--- config.mk ---
export PLATFORM = sky130hd
export DESIGN_NAME = task_scheduler_fcfs_sjf_srtf_unit_flat
export DESIGN_NICKNAME = d
export VERILOG_FILES = /design/src/rtl/tss_pkg.sv /design/src/rtl/tss_channels.sv /design/src/rtl/tss_task_mem.sv /design/src/rtl/tss_ready_fifo.sv /design/src/rtl/task_scheduler_fcfs_sjf_srtf_unit.sv /design/src/flat_wrapper.sv
export VERILOG_INCLUDE_DIRS = /design/src /design/src/rtl
export SDC_FILE = /design/constraint.sdc
export NUM_CORES = 2
export LEC_CHECK = 0
export BUFFER_PORTS_ARGS = -buffer_cell sky130_fd_sc_hd__buf_2
export CAP_MARGIN = 5
export CELL_PAD_IN_SITES_DETAIL_PLACEMENT = 0
export CELL_PAD_IN_SITES_GLOBAL_PLACEMENT = 1
export CORE_MARGIN = 2
export CORE_UTILIZATION = 45
export CTS_CLUSTER_DIAMETER = 120
export DETAILED_ROUTE_END_ITERATION = 10
export GPL_TIMING_DRIVEN = 0
export PLACE_DENSITY = 0.7
export RECOVER_POWER = 100
export SKIP_LAST_GASP = 1
export SYNTH_ARGS = -nofsm -noshare
export SYNTH_HDL_FRONTEND = slang
export SYNTH_HIERARCHICAL = 1
export SYNTH_SLANG_ARGS = --single-unit
--- constraint.sdc ---
create_clock -name clock -period 13.3 [get_ports clock]
set_input_delay 2.66 -clock clock [delete_from_list [all_inputs] [get_ports clock]]
set_output_delay 2.66 -clock clock [all_outputs]
set_load 0.02 [all_outputs]
--- src/rtl/task_scheduler_fcfs_sjf_srtf_unit_assert.svh ---
// assertion macros for the scheduler rtl
`ifndef TASK_SCHEDULER_FCFS_SJF_SRTF_UNIT_ASSERT_SVH
`define TASK_SCHEDULER_FCFS_SJF_SRTF_UNIT_ASSERT_SVH

// condition must never hold outside reset
`define TSS_ASSERT_NEVER(label, cond) \
   label: assert property (@(posedge clock) disable iff (reset) !(cond)) \
      else $error("tss check failed");

// antecedent implies consequent in the next cycle
`define TSS_ASSERT_NEXT(label, ante, cons) \
   label: assert property (@(posedge clock) disable iff (reset) (ante) |=> (cons)) \
      else $error("tss check failed");

`endif

--- src/rtl/tss_pkg.sv ---
package tss_pkg;
   // task status codes
   localparam logic [1:0] ST_UPCOMING   = 2'd0;
   localparam logic [1:0] ST_READY      = 2'd1;
   localparam logic [1:0] ST_RUNNING    = 2'd2;
   localparam logic [1:0] ST_TERMINATED = 2'd3;

   // policy codes
   localparam logic [1:0] POL_FCFS = 2'd0;
   localparam logic [1:0] POL_SJF  = 2'd1;

   // commands
   localparam logic CMD_LOAD = 1'b0;
   localparam logic CMD_TICK = 1'b1;

   // csr indexes
   localparam logic CSR_POLICY    = 1'b0;
   localparam logic CSR_NUM_TASKS = 1'b1;

   // widths wide enough for the largest table
   localparam int IDX_LIM_W = 6;
   localparam int CNT_LIM_W = 7;

   typedef struct packed {
      logic                 push;
      logic                 remove;
      logic [IDX_LIM_W-1:0] idx;
   } fifo_cmd_type;

   typedef struct packed {
      logic                 busy;
      logic [IDX_LIM_W-1:0] head;
      logic [CNT_LIM_W-1:0] count;
   } fifo_stat_type;
endpackage

--- src/rtl/tss_channels.sv ---
interface tss_req_if #(parameter int TIME_BITS = 16);
   logic                 valid;
   logic                 ready;
   logic                 command;
   logic [3:0]           task_index;
   logic [TIME_BITS-1:0] task_arrival;
   logic [TIME_BITS-1:0] task_work;
   logic [TIME_BITS-1:0] current_time;

   modport source (output valid, command, task_index, task_arrival, task_work,
                   current_time, input ready);
   modport sink (input valid, command, task_index, task_arrival, task_work,
                 current_time, output ready);
endinterface

interface tss_rsp_if;
   logic       valid;
   logic       ready;
   logic       elected_valid;
   logic [3:0] elected_task;
   logic       finished_valid;
   logic [3:0] finished_task;

   modport source (output valid, elected_valid, elected_task, finished_valid,
                   finished_task, input ready);
   modport sink (input valid, elected_valid, elected_task, finished_valid,
                 finished_task, output ready);
endinterface

--- src/rtl/tss_task_mem.sv ---
module tss_task_mem #(
   parameter int WIDTH = 48,
   parameter int DEPTH = 16
) (
   input  logic                     clock,
   input  logic                     rd_en,
   input  logic [$clog2(DEPTH)-1:0] rd_addr,
   output logic [WIDTH-1:0]         rd_data,
   input  logic                     wr_en,
   input  logic [$clog2(DEPTH)-1:0] wr_addr,
   input  logic [WIDTH-1:0]         wr_data
);
   logic [WIDTH-1:0] mem [DEPTH];

   // one write port, one registered read port
   always_ff @(posedge clock) begin
      if (wr_en) begin
         mem[wr_addr] <= wr_data;
      end
      if (rd_en) begin
         rd_data <= mem[rd_addr];
      end
   end
endmodule

--- src/rtl/tss_ready_fifo.sv ---
module tss_ready_fifo #(
   parameter int MAX_TASKS = 16
) (
   input  logic                   clock,
   input  logic                   reset,
   input  tss_pkg::fifo_cmd_type  cmd,
   output tss_pkg::fifo_stat_type stat
);
   import tss_pkg::*;

   localparam int IDX_W = $clog2(MAX_TASKS);
   localparam int CNT_W = $clog2(MAX_TASKS + 1);

   logic [IDX_W-1:0] slot_ff [MAX_TASKS];
   logic [CNT_W-1:0] count_ff;
   logic             busy_ff;
   logic [CNT_W-1:0] rd_ff;
   logic [CNT_W-1:0] wr_ff;
   logic [IDX_W-1:0] key_ff;

   // push appends, remove compacts the queue one slot a cycle
   always_ff @(posedge clock) begin
      if (reset) begin
         count_ff <= '0;
         busy_ff  <= 1'b0;
      end else if (busy_ff) begin
         if (rd_ff < count_ff) begin
            if (slot_ff[rd_ff[IDX_W-1:0]] != key_ff) begin
               slot_ff[wr_ff[IDX_W-1:0]] <= slot_ff[rd_ff[IDX_W-1:0]];
               wr_ff <= wr_ff + 1'b1;
            end
            rd_ff <= rd_ff + 1'b1;
         end else begin
            count_ff <= wr_ff;
            busy_ff  <= 1'b0;
         end
      end else if (cmd.remove) begin
         busy_ff <= 1'b1;
         rd_ff   <= '0;
         wr_ff   <= '0;
         key_ff  <= IDX_W'(cmd.idx);
      end else if (cmd.push && (32'(count_ff) < MAX_TASKS)) begin
         slot_ff[count_ff[IDX_W-1:0]] <= IDX_W'(cmd.idx);
         count_ff <= count_ff + 1'b1;
      end
   end

   assign stat.busy  = busy_ff;
   assign stat.head  = IDX_LIM_W'(slot_ff[0]);
   assign stat.count = CNT_LIM_W'(count_ff);
endmodule

--- src/rtl/task_scheduler_fcfs_sjf_srtf_unit.sv ---
// channel | dir | beat contents
// req_ch  | in  | command, task_index, task_arrival, task_work, current_time
// rsp_ch  | out | elected_valid/task, finished_valid/task
// csr     | in  | csr_wen, csr_index, csr_wdata (policy, num_tasks)
// a tick beat does one table memory read per entry in the admission and election
// scan, then one read-modify-write of the winner. a terminating task or a load adds
// a ready queue compaction. one beat is worked on at a time; a result waiting in
// rsp does not block the next beat until that one is done. reset is synchronous;
// the table memory is not cleared.
module task_scheduler_fcfs_sjf_srtf_unit #(
   parameter int MAX_TASKS = 16,
   parameter int TIME_BITS = 16
) (
   input  logic       clock,
   input  logic       reset,
   tss_req_if.sink    req_ch,
   tss_rsp_if.source  rsp_ch,
   input  logic       csr_wen,
   input  logic       csr_index,
   input  logic [4:0] csr_wdata
);
   import tss_pkg::*;
   `include "task_scheduler_fcfs_sjf_srtf_unit_assert.svh"

   localparam int IDX_W = $clog2(MAX_TASKS);
   localparam int CNT_W = $clog2(MAX_TASKS + 1);
   localparam int TB    = TIME_BITS;
   localparam int MW    = 3 * TIME_BITS;

   localparam logic [2:0] S_IDLE = 3'd0;
   localparam logic [2:0] S_SCAN = 3'd1;
   localparam logic [2:0] S_SEL  = 3'd2;
   localparam logic [2:0] S_EXEC = 3'd3;
   localparam logic [2:0] S_WAIT = 3'd4;
   localparam logic [2:0] S_OUT  = 3'd5;

   logic [2:0]       state_ff, state_in;
   logic [1:0]       pol_ff, pol_in;
   logic [4:0]       ntask_ff, ntask_in;
   logic [1:0]       status_ff [MAX_TASKS];
   logic [1:0]       status_in [MAX_TASKS];
   logic             run_valid_ff, run_valid_in;
   logic [IDX_W-1:0] runner_ff, runner_in;
   logic [TB-1:0]    now_ff, now_in;
   logic [CNT_W-1:0] cnt_ff, cnt_in;
   logic             chk_ff, chk_in;
   logic [IDX_W-1:0] chk_idx_ff, chk_idx_in;
   logic [TB-1:0]    best_ff, best_in;
   logic             best_ok_ff, best_ok_in;
   logic [IDX_W-1:0] best_idx_ff, best_idx_in;
   logic [IDX_W-1:0] sel_ff, sel_in;
   logic             first_ff, first_in;
   logic             head_after_ff, head_after_in;
   logic             res_ev_ff, res_ev_in;
   logic [3:0]       res_e_ff, res_e_in;
   logic             res_fv_ff, res_fv_in;
   logic [3:0]       res_f_ff, res_f_in;
   logic             rsp_valid_ff, rsp_valid_in;
   logic             rsp_ev_ff, rsp_fv_ff;
   logic [3:0]       rsp_e_ff, rsp_f_ff;

   logic             mem_rd_en, mem_wr_en;
   logic [IDX_W-1:0] mem_rd_addr, mem_wr_addr;
   logic [MW-1:0]    mem_rd_data, mem_wr_data;
   fifo_cmd_type     fcmd;
   fifo_stat_type    fstat;

   logic             req_fire;
   logic [IDX_W-1:0] load_idx;
   logic             load_ok;
   logic [CNT_W-1:0] n_used;
   logic [TB-1:0]    m_arr, m_need, m_done, done_inc, key;
   logic [1:0]       st, st2;
   logic             adm, cand, fcfs, term_first;

   tss_task_mem #(.WIDTH(MW), .DEPTH(MAX_TASKS)) u_mem (
      .clock   (clock),
      .rd_en   (mem_rd_en),
      .rd_addr (mem_rd_addr),
      .rd_data (mem_rd_data),
      .wr_en   (mem_wr_en),
      .wr_addr (mem_wr_addr),
      .wr_data (mem_wr_data)
   );

   tss_ready_fifo #(.MAX_TASKS(MAX_TASKS)) u_fifo (
      .clock (clock),
      .reset (reset),
      .cmd   (fcmd),
      .stat  (fstat)
   );

   assign req_ch.ready = (state_ff == S_IDLE);
   assign req_fire     = req_ch.valid && req_ch.ready;
   assign load_idx     = IDX_W'(req_ch.task_index);
   assign load_ok      = 32'(req_ch.task_index) < MAX_TASKS;
   assign n_used       = (32'(ntask_ff) > MAX_TASKS) ? CNT_W'(MAX_TASKS) : CNT_W'(ntask_ff);
   assign fcfs         = (pol_ff == POL_FCFS);

   // fields of the registered table word
   assign m_arr    = mem_rd_data[MW-1:2*TB];
   assign m_need   = mem_rd_data[2*TB-1:TB];
   assign m_done   = mem_rd_data[TB-1:0];
   assign done_inc = (m_done != {TB{1'b1}}) ? m_done + 1'b1 : m_done;

   // admission and candidate check of the scanned entry
   always_comb begin
      st   = status_ff[chk_idx_ff];
      adm  = (st == ST_UPCOMING) && (m_arr == now_ff);
      st2  = adm ? ST_READY : st;
      if (pol_ff == POL_SJF) begin
         cand = (st2 == ST_READY);
         key  = m_need;
      end else begin
         cand = (st2 == ST_READY) || (st2 == ST_RUNNING);
         key  = (m_done >= m_need) ? '0 : m_need - m_done;
      end
   end

   assign term_first = fcfs && first_ff && (status_ff[sel_ff] == ST_RUNNING) &&
                       (m_done >= m_need);

   // sequencer
   always_comb begin
      state_in      = state_ff;
      pol_in        = pol_ff;
      ntask_in      = ntask_ff;
      status_in     = status_ff;
      run_valid_in  = run_valid_ff;
      runner_in     = runner_ff;
      now_in        = now_ff;
      cnt_in        = cnt_ff;
      chk_in        = chk_ff;
      chk_idx_in    = chk_idx_ff;
      best_in       = best_ff;
      best_ok_in    = best_ok_ff;
      best_idx_in   = best_idx_ff;
      sel_in        = sel_ff;
      first_in      = first_ff;
      head_after_in = head_after_ff;
      res_ev_in     = res_ev_ff;
      res_e_in      = res_e_ff;
      res_fv_in     = res_fv_ff;
      res_f_in      = res_f_ff;
      rsp_valid_in  = rsp_valid_ff && !rsp_ch.ready;
      mem_rd_en     = 1'b0;
      mem_rd_addr   = '0;
      mem_wr_en     = 1'b0;
      mem_wr_addr   = '0;
      mem_wr_data   = '0;
      fcmd          = '0;

      // register writes
      if (csr_wen) begin
         unique case (csr_index)
            CSR_POLICY:    pol_in   = csr_wdata[1:0];
            CSR_NUM_TASKS: ntask_in = csr_wdata;
            default:       ;
         endcase
      end

      unique case (state_ff)
         S_IDLE: begin
            if (req_fire) begin
               res_ev_in     = 1'b0;
               res_e_in      = '0;
               res_fv_in     = 1'b0;
               res_f_in      = '0;
               head_after_in = 1'b0;
               if (req_ch.command == CMD_LOAD) begin
                  if (load_ok) begin
                     mem_wr_en   = 1'b1;
                     mem_wr_addr = load_idx;
                     mem_wr_data = {req_ch.task_arrival, req_ch.task_work, {TB{1'b0}}};
                     status_in[load_idx] = ST_UPCOMING;
                     if (run_valid_ff && runner_ff == load_idx) begin
                        run_valid_in = 1'b0;
                     end
                     fcmd.remove = 1'b1;
                     fcmd.idx    = IDX_LIM_W'(load_idx);
                     state_in    = S_WAIT;
                  end else begin
                     state_in = S_OUT;
                  end
               end else begin
                  now_in     = req_ch.current_time;
                  cnt_in     = '0;
                  chk_in     = 1'b0;
                  best_ok_in = 1'b0;
                  state_in   = S_SCAN;
               end
            end
         end
         S_SCAN: begin
            // read one entry a cycle, check the one read last cycle
            chk_in     = cnt_ff < n_used;
            chk_idx_in = cnt_ff[IDX_W-1:0];
            if (cnt_ff < n_used) begin
               mem_rd_en   = 1'b1;
               mem_rd_addr = cnt_ff[IDX_W-1:0];
               cnt_in      = cnt_ff + 1'b1;
            end
            if (chk_ff) begin
               if (adm) begin
                  status_in[chk_idx_ff] = ST_READY;
                  fcmd.push = 1'b1;
                  fcmd.idx  = IDX_LIM_W'(chk_idx_ff);
               end
               if (cand && (!best_ok_ff || key < best_ff)) begin
                  best_in     = key;
                  best_ok_in  = 1'b1;
                  best_idx_in = chk_idx_ff;
               end
            end
            if (!(cnt_ff < n_used) && !chk_ff) begin
               state_in = S_SEL;
            end
         end
         S_SEL: begin
            first_in = 1'b1;
            priority if (fcfs) begin
               if (fstat.count == '0) begin
                  state_in = S_OUT;
               end else begin
                  sel_in   = IDX_W'(fstat.head);
                  state_in = S_EXEC;
               end
            end else if (pol_ff == POL_SJF && run_valid_ff &&
                         status_ff[runner_ff] == ST_RUNNING) begin
               sel_in   = runner_ff;
               state_in = S_EXEC;
            end else if (best_ok_ff) begin
               sel_in   = best_idx_ff;
               state_in = S_EXEC;
            end else begin
               state_in = S_OUT;
            end
            mem_rd_en   = (state_in == S_EXEC);
            mem_rd_addr = sel_in;
         end
         S_EXEC: begin
            if (term_first) begin
               // finished fcfs head leaves at the start of this tick
               status_in[sel_ff] = ST_TERMINATED;
               if (run_valid_ff && runner_ff == sel_ff) begin
                  run_valid_in = 1'b0;
               end
               fcmd.remove   = 1'b1;
               fcmd.idx      = IDX_LIM_W'(sel_ff);
               res_fv_in     = 1'b1;
               res_f_in      = 4'(sel_ff);
               head_after_in = 1'b1;
               state_in      = S_WAIT;
            end else begin
               // run one unit, preempting another runner
               if (run_valid_ff && runner_ff != sel_ff &&
                   status_ff[runner_ff] == ST_RUNNING) begin
                  status_in[runner_ff] = ST_READY;
               end
               status_in[sel_ff] = ST_RUNNING;
               run_valid_in      = 1'b1;
               runner_in         = sel_ff;
               mem_wr_en         = 1'b1;
               mem_wr_addr       = sel_ff;
               mem_wr_data       = {m_arr, m_need, done_inc};
               res_ev_in         = 1'b1;
               res_e_in          = 4'(sel_ff);
               head_after_in     = 1'b0;
               state_in          = S_OUT;
               if (!fcfs && done_inc >= m_need) begin
                  status_in[sel_ff] = ST_TERMINATED;
                  run_valid_in      = 1'b0;
                  fcmd.remove       = 1'b1;
                  fcmd.idx          = IDX_LIM_W'(sel_ff);
                  res_fv_in         = 1'b1;
                  res_f_in          = 4'(sel_ff);
                  state_in          = S_WAIT;
               end
            end
         end
         S_WAIT: begin
            if (!fstat.busy) begin
               if (head_after_ff && fstat.count != '0) begin
                  sel_in      = IDX_W'(fstat.head);
                  first_in    = 1'b0;
                  mem_rd_en   = 1'b1;
                  mem_rd_addr = IDX_W'(fstat.head);
                  state_in    = S_EXEC;
               end else begin
                  state_in = S_OUT;
               end
            end
         end
         S_OUT: begin
            if (!rsp_valid_ff || rsp_ch.ready) begin
               rsp_valid_in = 1'b1;
               state_in     = S_IDLE;
            end
         end
         default: state_in = S_IDLE;
      endcase
   end

   // control registers
   always_ff @(posedge clock) begin
      if (reset) begin
         state_ff     <= S_IDLE;
         pol_ff       <= POL_FCFS;
         ntask_ff     <= '0;
         run_valid_ff <= 1'b0;
         rsp_valid_ff <= 1'b0;
         chk_ff       <= 1'b0;
         for (int i = 0; i < MAX_TASKS; i++) begin
            status_ff[i] <= ST_UPCOMING;
         end
      end else begin
         state_ff     <= state_in;
         pol_ff       <= pol_in;
         ntask_ff     <= ntask_in;
         run_valid_ff <= run_valid_in;
         rsp_valid_ff <= rsp_valid_in;
         chk_ff       <= chk_in;
         status_ff    <= status_in;
      end
   end

   // payload registers
   always_ff @(posedge clock) begin
      runner_ff     <= runner_in;
      now_ff        <= now_in;
      cnt_ff        <= cnt_in;
      chk_idx_ff    <= chk_idx_in;
      best_ff       <= best_in;
      best_ok_ff    <= best_ok_in;
      best_idx_ff   <= best_idx_in;
      sel_ff        <= sel_in;
      first_ff      <= first_in;
      head_after_ff <= head_after_in;
      res_ev_ff     <= res_ev_in;
      res_e_ff      <= res_e_in;
      res_fv_ff     <= res_fv_in;
      res_f_ff      <= res_f_in;
      if (state_ff == S_OUT && (!rsp_valid_ff || rsp_ch.ready)) begin
         rsp_ev_ff <= res_ev_ff;
         rsp_e_ff  <= res_e_ff;
         rsp_fv_ff <= res_fv_ff;
         rsp_f_ff  <= res_f_ff;
      end
   end

   assign rsp_ch.valid          = rsp_valid_ff;
   assign rsp_ch.elected_valid  = rsp_ev_ff;
   assign rsp_ch.elected_task   = rsp_e_ff;
   assign rsp_ch.finished_valid = rsp_fv_ff;
   assign rsp_ch.finished_task  = rsp_f_ff;

   // checks
   `TSS_ASSERT_NEVER(a_runner_running, run_valid_ff && status_ff[runner_ff] != ST_RUNNING)
   `TSS_ASSERT_NEVER(a_fifo_bound, 32'(fstat.count) > MAX_TASKS)
   `TSS_ASSERT_NEXT(a_tick_scans, req_fire && req_ch.command == CMD_TICK, state_ff == S_SCAN)
endmodule

--- src/flat_wrapper.sv ---
// flat-port wrapper written by rule: the top's interface ports become plain ports
module task_scheduler_fcfs_sjf_srtf_unit_flat import tss_pkg::*;
#(
   parameter int MAX_TASKS = 16,
   parameter int TIME_BITS = 16
)
  (clock, reset, csr_wen, csr_index, csr_wdata, req_ch_valid, req_ch_command, req_ch_task_index, req_ch_task_arrival, req_ch_task_work, req_ch_current_time, req_ch_ready, rsp_ch_valid, rsp_ch_elected_valid, rsp_ch_elected_task, rsp_ch_finished_valid, rsp_ch_finished_task, rsp_ch_ready);
  tss_req_if #(.TIME_BITS(TIME_BITS)) req_ch_i ();
  tss_rsp_if rsp_ch_i ();
  input  logic clock;
  input  logic reset;
  input  logic csr_wen;
  input  logic csr_index;
  input  logic [4:0] csr_wdata;
  input wire logic [$bits(req_ch_i.valid)-1:0] req_ch_valid;
  input wire logic [$bits(req_ch_i.command)-1:0] req_ch_command;
  input wire logic [$bits(req_ch_i.task_index)-1:0] req_ch_task_index;
  input wire logic [$bits(req_ch_i.task_arrival)-1:0] req_ch_task_arrival;
  input wire logic [$bits(req_ch_i.task_work)-1:0] req_ch_task_work;
  input wire logic [$bits(req_ch_i.current_time)-1:0] req_ch_current_time;
  output wire logic [$bits(req_ch_i.ready)-1:0] req_ch_ready;
  output wire logic [$bits(rsp_ch_i.valid)-1:0] rsp_ch_valid;
  output wire logic [$bits(rsp_ch_i.elected_valid)-1:0] rsp_ch_elected_valid;
  output wire logic [$bits(rsp_ch_i.elected_task)-1:0] rsp_ch_elected_task;
  output wire logic [$bits(rsp_ch_i.finished_valid)-1:0] rsp_ch_finished_valid;
  output wire logic [$bits(rsp_ch_i.finished_task)-1:0] rsp_ch_finished_task;
  input wire logic [$bits(rsp_ch_i.ready)-1:0] rsp_ch_ready;
  assign req_ch_i.valid = req_ch_valid;
  assign req_ch_i.command = req_ch_command;
  assign req_ch_i.task_index = req_ch_task_index;
  assign req_ch_i.task_arrival = req_ch_task_arrival;
  assign req_ch_i.task_work = req_ch_task_work;
  assign req_ch_i.current_time = req_ch_current_time;
  assign req_ch_ready = req_ch_i.ready;
  assign rsp_ch_valid = rsp_ch_i.valid;
  assign rsp_ch_elected_valid = rsp_ch_i.elected_valid;
  assign rsp_ch_elected_task = rsp_ch_i.elected_task;
  assign rsp_ch_finished_valid = rsp_ch_i.finished_valid;
  assign rsp_ch_finished_task = rsp_ch_i.finished_task;
  assign rsp_ch_i.ready = rsp_ch_ready;
  task_scheduler_fcfs_sjf_srtf_unit #(.MAX_TASKS(MAX_TASKS), .TIME_BITS(TIME_BITS)) u_core (.clock(clock), .reset(reset), .req_ch(req_ch_i), .rsp_ch(rsp_ch_i), .csr_wen(csr_wen), .csr_index(csr_index), .csr_wdata(csr_wdata));
endmodule
==> results.yml <==
pwr:
  combPwrFrac: 0.295
  power-per-cell-area_nw_per_um2: 197
  ir_drop_mv: 0.146
  switching_power_w: 0.00320
  power_frac_seq: 0.412
  power.internal_w: 0.00664
  clkPwrFrac: 0.292
  p_leak_nw: 16.4
  sw_frac_of_total: 0.325
timing:
  max_freq_mhz: 100
  slew_viol_final: 413
  slew_headroom: -1.61
  setup_tns_ps: 0
  finalClockSkew_ps: 54.1
  setup_viol: 0
  hold_violations: 0
  post-route-period-util: 0.752
  worst_slew_pin_slew_ps: 3910
  rsz0062_at_grt: "no"
  period_minus_slack_ps: 10000
cells_and_area:
  final_util: 0.514
  final_cell_mix: "970 x edfxtp_1, 211 x mux4_2, 192 x clkbuf_1"
  seq_area_um2: 30200
  drive_above_1_share: 0.171
  multi_input_area_um2: 12900
  areaGrowthSynthToFinish_pct: 12.9
  nets: 3061
  nFillCells: 7976
  final_common_cell: "edfxtp_1"
  stdcell_count: 4297
critical_path:
  cp-end-kind: "flop"
  crit_path_start_kind: "input pin"
  timing.rr.start: "u_core/u_mem/rd_data[0]"
  cp.arrival_ps: 10300
  r2r_slack_ps: 4380
  path_class: "input pin to flop"
  rr_worst_depth: 15
  crit_path_max_fanout: 18
  r2r-end: "u_core/u_mem/mem[3][25]"
  cp.required_ps: 13610
drt:
  drcViolationCount: 0
  vias: 26400
  first_pass_iters: 6
  via_per_inst: 6.15
  drt_wl_total_um: 126000
  wl_per_cell_um: 29.4
  ant_nets: 0
  drtIter0Drc: 3133
floorplan:
  row_count: 114
  coreArea_um2: 97000
  dieArea_um2: 101000
  die_h_um: 317
  floorplan.initialDensity: 0.456
  ios: 76
  die_w_um: 317
clock_tree:
  root_buffer: "clkbuf_16"
  cts-buffers-inserted: 102
  clk_latency_ps: 710
  numClockSinks: 1025
  h-tree-depth: 3
  clkTransAtPathRegs_ps: 60
  cts_tree: "done"
  postCtsSetupBuffers: 0
  cts_resized: 0
  cts_hold_buf: 0
  clockBufferDepth: 3
global_routing:
  grt_pass1_wl_um: 184000
  antenna_found_initial: 2
  grt_max_degree: 49
  grt_overflow: 0
  track_usage: 0.250
  grt_pass1_vias: 26600
place:
  dp.cells: 4103
  numPortBuffers: 73
  dp.final_hpwl_um: 87400
  gp_congestion: 0.918
logic_synthesis:
  synth_warnings: 6
  synthCells: 2688
  syn_area_um2: 44200
  avgSynthCellArea_um2: 16.4
run_status:
  outcome: "finished, violations left"
  violations: "capacitance limit, slew limit"
min_path:
  min_path_cells: 0
  hold_start: "u_core/res_f_ff[3]"
  hold_class: "flop to flop"
  hold_end: "u_core/rsp_ch.finished_task[3]"
run:
  drv_cap: 24
[sequential cells by signal, indices dropped and copies added, names as in the netlist, 5 cells and up, named ones only]
register and cells:
u_core/u_fifo/slot_ff 64, u_core/cnt_ff 5, u_core/now_ff 16, u_core/u_fifo/count_ff 5, u_core/u_fifo/wr_ff 5, u_core/u_mem/mem 768
u_core/u_fifo/rd_ff 5, u_core/status_ff 32, u_core/best_ff 16, u_core/ntask_ff 5, u_core/u_mem/rd_data 48
[worst max-delay path: stages]
cell and delay [ps]:
clkbuf_1 100, or4b_2 250, nor2_1 70, clkbuf_1 310
clkbuf_1 460, clkbuf_1 790, nand2_1 360, o21ai_0 280
or3b_2 590, nor2_1 1930, clkbuf_1 1330, clkbuf_1 1120
[worst max path at each step]
stage,to,startpoint,depth (start not counted)
2_1_floorplan,u_core/u_mem/mem[12][0],req_ch_valid,8
3_3_place_gp,u_core/u_mem/mem[12][24],req_ch_valid,9
3_5_place_dp,u_core/u_mem/mem[12][24],req_ch_valid,13
4_1_cts,u_core/u_fifo/slot_ff[11][2],u_core/u_mem/rd_data[3],20
5_1_grt,u_core/u_mem/mem[3][14],req_ch_valid,12
6_report,u_core/u_mem/mem[3][25],req_ch_valid,12
[routing by layer]
layer | GRT usage | vias up | routed length (µm)
li1 | - | 11300 | -
met5 | 0 | - | 7
met4 | 0.0768 | 2 | 4100
met3 | 0.0438 | 221 | 9810
met2 | 0.409 | 1194 | 60300
met1 | 0.345 | 13700 | 52000
[power by group through the flow]
stage               clock [W]  sequential, W  combinational [W]
CTS                   0.00293        0.00405            0.00295
global route          0.00305        0.00407            0.00313
global placement            0        0.00413            0.00283
floorplan                   0        0.00404            0.00198
finish                0.00288        0.00406            0.00291
detailed placement          0        0.00411            0.00293
[final cells by class]
type                       instances  area share
buffer                           146      0.0132
clock inverter                    66      0.0145
clock buffer                     122      0.0533
timing repair buffer             142      0.0145
antenna                            2    0.000100
tap                             1276      0.0320
multi-input combinational       1423       0.259
sequential                      1025       0.606
inverter                          95     0.00715
[metrics by stage]
stage	hold slack (ps)	setup slack, ps	total power, W	instance area (µm²)
finish	415	3300	0.00984	49900
global route	435	3180	0.0103	49900
CTS	426	5950	0.00992	50700
detailed placement	415	5510	0.00705	47400
global placement	409	-2000	0.00696	46200
floorplan	400	5070	0.00601	44200
Note: power is estimated with default switching activity, not from simulation.
